--- src/rtl/core/planar_pose_compose_macros.svh ---
// Assertion helpers shared by the pose composition RTL.
// Each macro expects clk and arst_n to exist in the module that uses it.
`ifndef PLANAR_POSE_COMPOSE_MACROS_SVH
`define PLANAR_POSE_COMPOSE_MACROS_SVH

`ifndef SYNTHESIS

`define PPC_ASSERT_IMPL(name, ante, cons, msg) \
	name: assert property (@(posedge clk) disable iff (!arst_n) (ante) |-> (cons)) \
		else $error(msg);

`define PPC_ASSERT_DELAY(name, ante, n, cons, msg) \
	name: assert property (@(posedge clk) disable iff (!arst_n) (ante) |-> ##(n) (cons)) \
		else $error(msg);

`else

`define PPC_ASSERT_IMPL(name, ante, cons, msg)

`define PPC_ASSERT_DELAY(name, ante, n, cons, msg)

`endif

`endif

--- src/rtl/core/ppc_pkg.sv ---
`default_nettype none

package ppc_pkg;

	localparam int ANG_BITS = 30;
	localparam int CW = 34;
	localparam int TABLE_LEN = 24;

	localparam logic OP_COMPOSE = 1'b0;
	localparam logic OP_INVERSE = 1'b1;

	localparam logic signed [33:0] TWO_PI_Q30 = 34'sd6746518852;
	localparam logic signed [33:0] PI_Q30 = 34'sd3373259426;
	localparam logic signed [33:0] HALF_PI_Q30 = 34'sd1686629713;
	localparam logic signed [33:0] TWO_PI_LESS_HALF = TWO_PI_Q30 - HALF_PI_Q30;
	localparam logic signed [CW-1:0] GAIN_Q30 = 34'sd652032874;
	localparam logic signed [CW-1:0] UNIT_Q30 = 34'sd1073741824;

	localparam logic signed [31:0] SAT_MAX = 32'sh7fffffff;
	localparam logic signed [31:0] SAT_MIN = 32'sh80000000;

	localparam logic [29:0] ATAN_Q30 [TABLE_LEN] = '{
		30'd843314856, 30'd497837829, 30'd263043836, 30'd133525158,
		30'd67021686,  30'd33543515,  30'd16775850,  30'd8388437,
		30'd4194282,   30'd2097149,   30'd1048575,   30'd524287,
		30'd262143,    30'd131071,    30'd65535,     30'd32767,
		30'd16383,     30'd8191,      30'd4095,      30'd2047,
		30'd1023,      30'd511,       30'd255,       30'd127
	};

	typedef struct packed {
		logic               opcode;
		logic signed [31:0] a_x;
		logic signed [31:0] a_y;
		logic signed [31:0] a_heading;
		logic signed [31:0] b_x;
		logic signed [31:0] b_y;
		logic signed [31:0] b_heading;
	} cmd_t;

	typedef struct packed {
		logic signed [31:0] c_x;
		logic signed [31:0] c_y;
		logic signed [31:0] c_heading;
		logic               overflow;
	} res_t;

	typedef struct packed {
		logic               vld;
		logic               neg;
		logic signed [31:0] z;
	} ang_t;

	typedef struct packed {
		logic                 vld;
		logic                 neg;
		logic signed [CW-1:0] x;
		logic signed [CW-1:0] y;
	} trig_t;

	typedef struct packed {
		logic               op;
		logic signed [32:0] u;
		logic signed [32:0] v;
		logic signed [31:0] b_x;
		logic signed [31:0] b_y;
		logic signed [32:0] head;
	} side_t;

	// Residue modulo 2*pi (Q30) of one heading byte at its place in the word.
	// The top byte carries the sign of the heading.
	// The residue is built by doubling and reducing once per bit of shift.
	function automatic logic [32:0] red_entry(input int j, input int v, input int k);
		longint m;
		bit     negv;
		negv = (j == 3 && v >= 128);
		if (negv) begin
			m = longint'(256 - v);
		end else begin
			m = longint'(v);
		end
		for (int i = 0; i < 8 * j + k; i++) begin
			m = m + m;
			if (m >= longint'(TWO_PI_Q30)) begin
				m = m - longint'(TWO_PI_Q30);
			end
		end
		if (negv && m != 0) begin
			m = longint'(TWO_PI_Q30) - m;
		end
		return m[32:0];
	endfunction

endpackage

`default_nettype wire

--- src/rtl/core/ppc_cordic.sv ---
`default_nettype none

`include "planar_pose_compose_macros.svh"

module ppc_cordic #(
	parameter int TRIG_ITERATIONS = 16
) (
	input  logic           clk,
	input  logic           arst_n,
	input  ppc_pkg::ang_t  ang,
	output ppc_pkg::trig_t trig
);
	import ppc_pkg::*;

	localparam int N = TRIG_ITERATIONS;

	logic                 vld_s [N];
	logic                 neg_s [N];
	logic signed [CW-1:0] x_s [N];
	logic signed [CW-1:0] y_s [N];
	logic signed [CW-1:0] z_s [N];

	logic                 vin [N];
	logic                 nin [N];
	logic signed [CW-1:0] xin [N];
	logic signed [CW-1:0] yin [N];
	logic signed [CW-1:0] zin [N];
	logic signed [CW-1:0] xnx [N];
	logic signed [CW-1:0] ynx [N];
	logic signed [CW-1:0] znx [N];

	assign vin[0] = ang.vld;
	assign nin[0] = ang.neg;
	assign xin[0] = GAIN_Q30;
	assign yin[0] = '0;
	assign zin[0] = CW'(ang.z);

	for (genvar gi = 1; gi < N; gi++) begin : g_link
		assign vin[gi] = vld_s[gi-1];
		assign nin[gi] = neg_s[gi-1];
		assign xin[gi] = x_s[gi-1];
		assign yin[gi] = y_s[gi-1];
		assign zin[gi] = z_s[gi-1];
	end

	always_comb begin
		for (int i = 0; i < N; i++) begin
			if (zin[i] >= 0) begin
				xnx[i] = xin[i] - (yin[i] >>> i);
				ynx[i] = yin[i] + (xin[i] >>> i);
				znx[i] = zin[i] - $signed(CW'(ATAN_Q30[i]));
			end else begin
				xnx[i] = xin[i] + (yin[i] >>> i);
				ynx[i] = yin[i] - (xin[i] >>> i);
				znx[i] = zin[i] + $signed(CW'(ATAN_Q30[i]));
			end
		end
	end

	always_ff @(posedge clk or negedge arst_n) begin
		if (!arst_n) begin
			for (int i = 0; i < N; i++) begin
				vld_s[i] <= 1'b0;
			end
		end else begin
			for (int i = 0; i < N; i++) begin
				vld_s[i] <= vin[i];
			end
		end
	end

	always_ff @(posedge clk) begin
		for (int i = 0; i < N; i++) begin
			neg_s[i] <= nin[i];
			x_s[i] <= xnx[i];
			y_s[i] <= ynx[i];
			z_s[i] <= znx[i];
		end
	end

	assign trig.vld = vld_s[N-1];
	assign trig.neg = neg_s[N-1];
	assign trig.x = x_s[N-1];
	assign trig.y = y_s[N-1];

	`PPC_ASSERT_DELAY(a_iter_chain, ang.vld, N, trig.vld, "rotation chain lost a transfer")

endmodule

`default_nettype wire

--- config.mk ---
export PLATFORM = sky130hd
export DESIGN_NAME = ppc_cordic
export DESIGN_NICKNAME = d
export VERILOG_FILES = /design/src/rtl/core/ppc_pkg.sv /design/src/rtl/core/ppc_cordic.sv
export VERILOG_INCLUDE_DIRS = /design/src /design/src/rtl/core
export SDC_FILE = /design/constraint.sdc
export NUM_CORES = 2
export LEC_CHECK = 0
export BUFFER_PORTS_ARGS = -buffer_cell sky130_fd_sc_hd__clkbuf_2
export CORE_ASPECT_RATIO = 2
export CORE_UTILIZATION = 30
export CTS_CLUSTER_SIZE = 20
export DETAILED_ROUTE_END_ITERATION = 10
export SLEW_MARGIN = 20
export SYNTH_ARGS = -nofsm -noshare
export SYNTH_HDL_FRONTEND = slang
export SYNTH_SLANG_ARGS = --single-unit
--- constraint.sdc ---
create_clock -name clk -period 8.2 [get_ports clk]
set_clock_uncertainty 0.05 [all_clocks]
set_input_delay 1.64 -clock clk [delete_from_list [all_inputs] [get_ports clk]]
set_output_delay 1.64 -clock clk [all_outputs]
set_load 0.01 [all_outputs]
-- Yosys cells after proc, flatten, opt, wreduce, memory -nomap -nowiden
Memories as Yosys holds them, arrays and structs flattened.
Cells that the tools add are included.
- mux-type cells: 47
- add/subtract/negate cells: 92
- $lt $le $gt $ge: 16
- operators with widths (kind ; count):
    2-to-1 mux 34 bit ; 47
    greater-or-equal comparator 34 x 1 -> 1 bit, second input constant ; 15
    adder 34 x 19 -> 34 bit ; 2
    adder 34 x 20 -> 34 bit ; 2
    adder 34 x 21 -> 34 bit ; 2
    adder 34 x 22 -> 34 bit ; 2
    adder 34 x 23 -> 34 bit ; 2
    adder 34 x 24 -> 34 bit ; 2
    adder 34 x 25 -> 34 bit ; 2
    adder 34 x 26 -> 34 bit ; 2
    adder 34 x 27 -> 34 bit ; 2
    adder 34 x 28 -> 34 bit ; 2
    adder 34 x 29 -> 34 bit ; 2
    adder 34 x 30 -> 34 bit ; 2
    adder 34 x 31 -> 34 bit ; 2
    adder 34 x 32 -> 34 bit ; 2
    adder 34 x 33 -> 34 bit ; 2
    subtractor 34 x 19 -> 34 bit ; 2
    subtractor 34 x 20 -> 34 bit ; 2
    subtractor 34 x 21 -> 34 bit ; 2
    subtractor 34 x 22 -> 34 bit ; 2
    subtractor 34 x 23 -> 34 bit ; 2
    subtractor 34 x 24 -> 34 bit ; 2
    subtractor 34 x 25 -> 34 bit ; 2
    41 further kinds ; 49
- memories: 4
- RAM bits: 1648
- bits in registers: 16
- logic and storage cells: 175
- output and inout bits: 70
- memories (name ; depth ; width ; read ports ; clocked after Yosys merged registers in ; write ports ; RTL line ; text):
    x_s ; 16 ; 34 ; 16 ; 0 ; 16 ; ppc_cordic.sv:19 ; logic signed [CW-1:0] x_s [N];
    y_s ; 16 ; 34 ; 16 ; 0 ; 16 ; ppc_cordic.sv:20 ; logic signed [CW-1:0] y_s [N];
    z_s ; 16 ; 34 ; 15 ; 0 ; 16 ; ppc_cordic.sv:21 ; logic signed [CW-1:0] z_s [N];
    neg_s ; 16 ; 1 ; 16 ; 0 ; 16 ; ppc_cordic.sv:18 ; logic neg_s [N];

-- Longest topological paths before layout
An unclocked memory read counts as a cell.
- word-level depth: 3
- gate-level depth with buffers: 24
- gate-level depth less buffers: 22

-- Worst setup path before layout
OpenSTA, ideal clock, no wires.
- path kind: register to register
- start point: mem z_s[3][33], in the netlist z_s[0][135]
- end point: mem x_s[4][33], in the netlist x_s[0][169]
- clock period less this slack: 5.368 ns
- cell stages (with the launch flop): 25
- path buffers: 2
- setup slack: 2.832 ns
- arrival: 5.200 ns
- cell sequence: dfxtp_1 inv_1 ha_1 nor4b_1 nand4_1 nor4_1 and4_1 nor2_1 inv_1 clkbuf_1 clkbuf_1 nor2_1 xnor2_1 ha_1 a2111oi_0 nor2_1 a221oi_1 o211ai_1 a221o_1 a21oi_1 a311oi_1 o21a_1 o21a_1 o41a_1 xnor2_1
- RTL lines (item ; RTL line):
    start: declaration ; ppc_cordic.sv:21
    end: declaration ; ppc_cordic.sv:19

==> results.json <==
{
  "cts-resized-gates": 0,
  "fillerInstances": 38880,
  "cts_hold_buf": 0,
  "clk_pin_slew_ns": 0.06,
  "ys.flop_type": "dfxtp_1",
  "vias": 94450,
  "grt_pass1_vias": 97390,
  "yosysTopAreaCellShare_pct": 26.61,
  "reg2reg_from": "z_s[0][130]$_DFF_P_",
  "synthArstFlopShare_pct": 1.065,
  "tns_ns": 0,
  "ys.warnings.count": 0,
  "synth-edff-count": 0,
  "r2r-end": "x_s[0][169]$_DFF_P_",
  "dpl.cell_count": 18080,
  "final_nets": 14840,
  "clockRootBuffer": "clkbuf_16",
  "hold_path.class": "reg2reg",
  "initial_core_util_pct": 30.20,
  "rows": 316,
  "maxCapViolations": 0,
  "yosysSeqAreaShare_pct": 26.96,
  "postCtsSetupRepairBufs": 0,
  "die_area_um2": 375600,
  "routed.top_layer": "met4",
  "hold_start": "neg_s[0][6]$_DFF_P_",
  "cts_tree": "built",
  "rrSetupSlack_ns": 1.58,
  "avgSynthCellArea_um2": 8.486,
  "relSlewSlack_pct": 19.83,
  "dpl.hpwl_um": 270300,
  "grt_max_degree": 66,
  "crit_path_end_kind": "register",
  "synth_nets": 14700,
  "route.met3.wl_um": 8116,
  "holdPathEnd": "neg_s[0][7]$_DFF_P_",
  "grt_pass1_wl_um": 499300,
  "grt-ovfl-total": 0,
  "ys_top_cells_by_area": "dfxtp_1 (27%), ha_1 (16%), xnor2_1 (9.7%)",
  "grt_setup_unrepaired": "no",
  "drc": 0,
  "die_width_um": 433.8,
  "first_pass_iters": 7,
  "io_pins": 106,
  "fin_crit_ns": 6.619,
  "finalNonFillerCells": 18390,
  "antenna_found_initial": 9,
  "path_cells": "nor4_1 -> nand4_1 -> nor4_1 -> and4_1 -> nor2_4 -> buf_4 -> o31ai_1 -> xor2_1 -> ha_1 -> a2111oi_0 -> nor2_1 -> a221oi_1 -> o211ai_1 -> a221o_1 -> a21oi_1 -> a311oi_1 -> o21a_1 -> o21a_1 -> o41a_1 -> xnor2_1",
  "worstPathRequired_ns": 8.84,
  "final_hold_viol_count": 0,
  "area_growth_pct": 10.94,
  "slew_viol_final": 0,
  "arrival_ns": 7.26,
  "tightest_slew_ns": 1.190,
  "crit_type": "reg2reg",
  "netlist.top_cell.by_area": "dfxtp_1",
  "syn_area_um2": 111900,
  "antenna_left": 0,
  "cts_max_path_buffers": 4,
  "syn-instance-count": 13190,
  "numPortBuffers": 105,
  "wl_per_cell_um": 17.61,
  "synth_seq_cells": 1503,
  "critical-path-slowest-cell": "a2111oi_0",
  "vias_per_cell": 5.137,
  "layout-drive-gt1-share_pct": 4.595,
  "wl_met1_um": 94380,
  "post-route-period-util_pct": 80.72,
  "path_max_fanout": 37,
  "die_y_um": 865.7,
  "drt-initial-drc-count": 3090,
  "htreeDepth": 4,
  "clock_sinks": 1503,
  "critical_path.max_stage_delay_ns": 0.80,
  "yosysUniqueCellTypes": 95,
  "hold_path_depth": 0,
  "gp_congestion": 1.003,
  "cp-start-kind": "register",
  "core-area_um2": 370500,
  "worstSkewPairLatency_ns": 0.88,
  "cts_made_buffers": 172,
  "wl_met2_um": 183700,
  "grtUsageTotal_pct": 16.75,
  "routed_wl_um": 323900,
  "status": "finished clean",
  "setup_violations": 0,
  "clock.fmax_mhz": 151.1,
  "rr_worst_depth": 20
}
## worst max-delay path, delay by kind of cell (launching register included)
| family | cells | cell delay [ns] |
|---|---|---|
| flops | 1 | 0.31 |
| fa+ha+maj | 1 | 0.31 |
| simple gates | 6 | 1.81 |
| xor+xnor | 2 | 0.32 |
| buf+inv | 1 | 0.29 |
| compound gates | 10 | 3.35 |
## Yosys cell counts (36+ instances only)
master and number:
nand2_1 773, nand2b_1 226, and2_1 79, nand3_1 229, inv_1 596, xnor2_1 1237
or3_1 136, o41ai_1 59, or2_2 47, a31oi_1 101, o21ai_0 723, xor2_1 616
nor2_1 949, nor3_1 334, o21bai_1 181, fa_1 43, a21o_1 600, nor4_1 154
a211o_1 36, o31ai_1 189, clkbuf_1 134, o21a_1 203, a21boi_0 44, and3_1 136
and4_1 44, a21oi_1 1219, or4_1 59, dfxtp_1 1487, a2111oi_0 41, nand4_1 88
o211ai_1 71, a211oi_1 129, ha_1 1435, buf_4 69, nor2b_1 178
## stage by stage
step	cell area, um2	util [%]	hold slack, ns	setup WS, ns
5_1_grt	124100	33.51	0.2783	1.303
6_report	124100	33.51	0.2737	1.581
3_5_place_dp	118200	31.91	0.2635	1.538
3_3_place_gp	118200	31.91	0.2630	1.603
4_1_cts	124100	33.50	0.2727	1.588
2_1_floorplan	111900	-	0.2596	2.832
## flip-flops by register name, indices dropped and copies added (netlist names)
signal,cells
x_s,484
trig,1
neg_s,16
vin,15
y_s,511
z_s,476
## final cells by class
type	count	area, um2	share of cell area (%)
clock buffers	226	4943	3.983
well taps	4929	6167	4.968
flip-flops and latches	1503	30170	24.30
clock inverters	69	933.4	0.7520
inverters	603	2265	1.824
multi-input cells	10850	78440	63.19
diodes	9	22.52	0.01814
repair buffers	194	1191	0.9596
## routing by layer
metal | GRT usage, % | up-vias
met4 | 17.12 | 0
met1 | 11.93 | 43230
li1 | - | 48040
met2 | 35.16 | 1852
met3 | 1.902 | 1333
met5 | 0 | -
## how the worst max path moves through the flow
stage                                    from  slack [ns]             endpoint  depth (start not counted)
final                     z_s[0][130]$_DFF_P_        1.58  x_s[0][169]$_DFF_P_                         20
after global routing      z_s[0][237]$_DFF_P_        1.30  z_s[0][270]$_DFF_P_                         21
after detailed placement  z_s[1][170]$_DFF_P_        1.54  x_s[1][237]$_DFF_P_                         19
after floorplan           z_s[0][135]$_DFF_P_        2.83  x_s[0][169]$_DFF_P_                         24
after CTS                 z_s[1][170]$_DFF_P_        1.59  x_s[1][237]$_DFF_P_                         19
after global placement    z_s[0][130]$_DFF_P_        1.60  x_s[0][169]$_DFF_P_                         21
## kinds of logic after synthesis
logic type / count (synthesis) / share of synthesized area (%)
AOI/OAI and AO/OA: 3940 / 22.57
xor gates and xnor gates: 1856 / 14.56
adders and majority gates: 1478 / 16.82
buffers and inverters: 829 / 3.022
DFF: 1503 / 26.96
muxes: 51 / 0.4753
and+or+nand+nor: 3528 / 15.60
## layout by cell type, fill, tap and decap left out, types with 79 or more instances in the layout
cell,n
nor4_1,153
xor2_1,616
o21a_1,203
o21bai_1,181
a21oi_1,1219
nor3_1,334
and2_1,79
xnor2_1,1237
ha_1,1435
a31oi_1,101
a211oi_1,129
clkbuf_2,105
inv_1,595
and3_1,136
nand4_1,88
nand2b_1,226
or3_1,136
clkbuf_16,177
dfxtp_1,1487
nor2b_1,178
a21o_1,600
buf_4,88
nand3_1,229
nand2_1,773
o31ai_1,189
o21ai_0,723
nor2_1,937
Power is left out: the tool's default activity adds up to more than one toggle a clock period on the data nets, which glitch-free logic cannot reach.
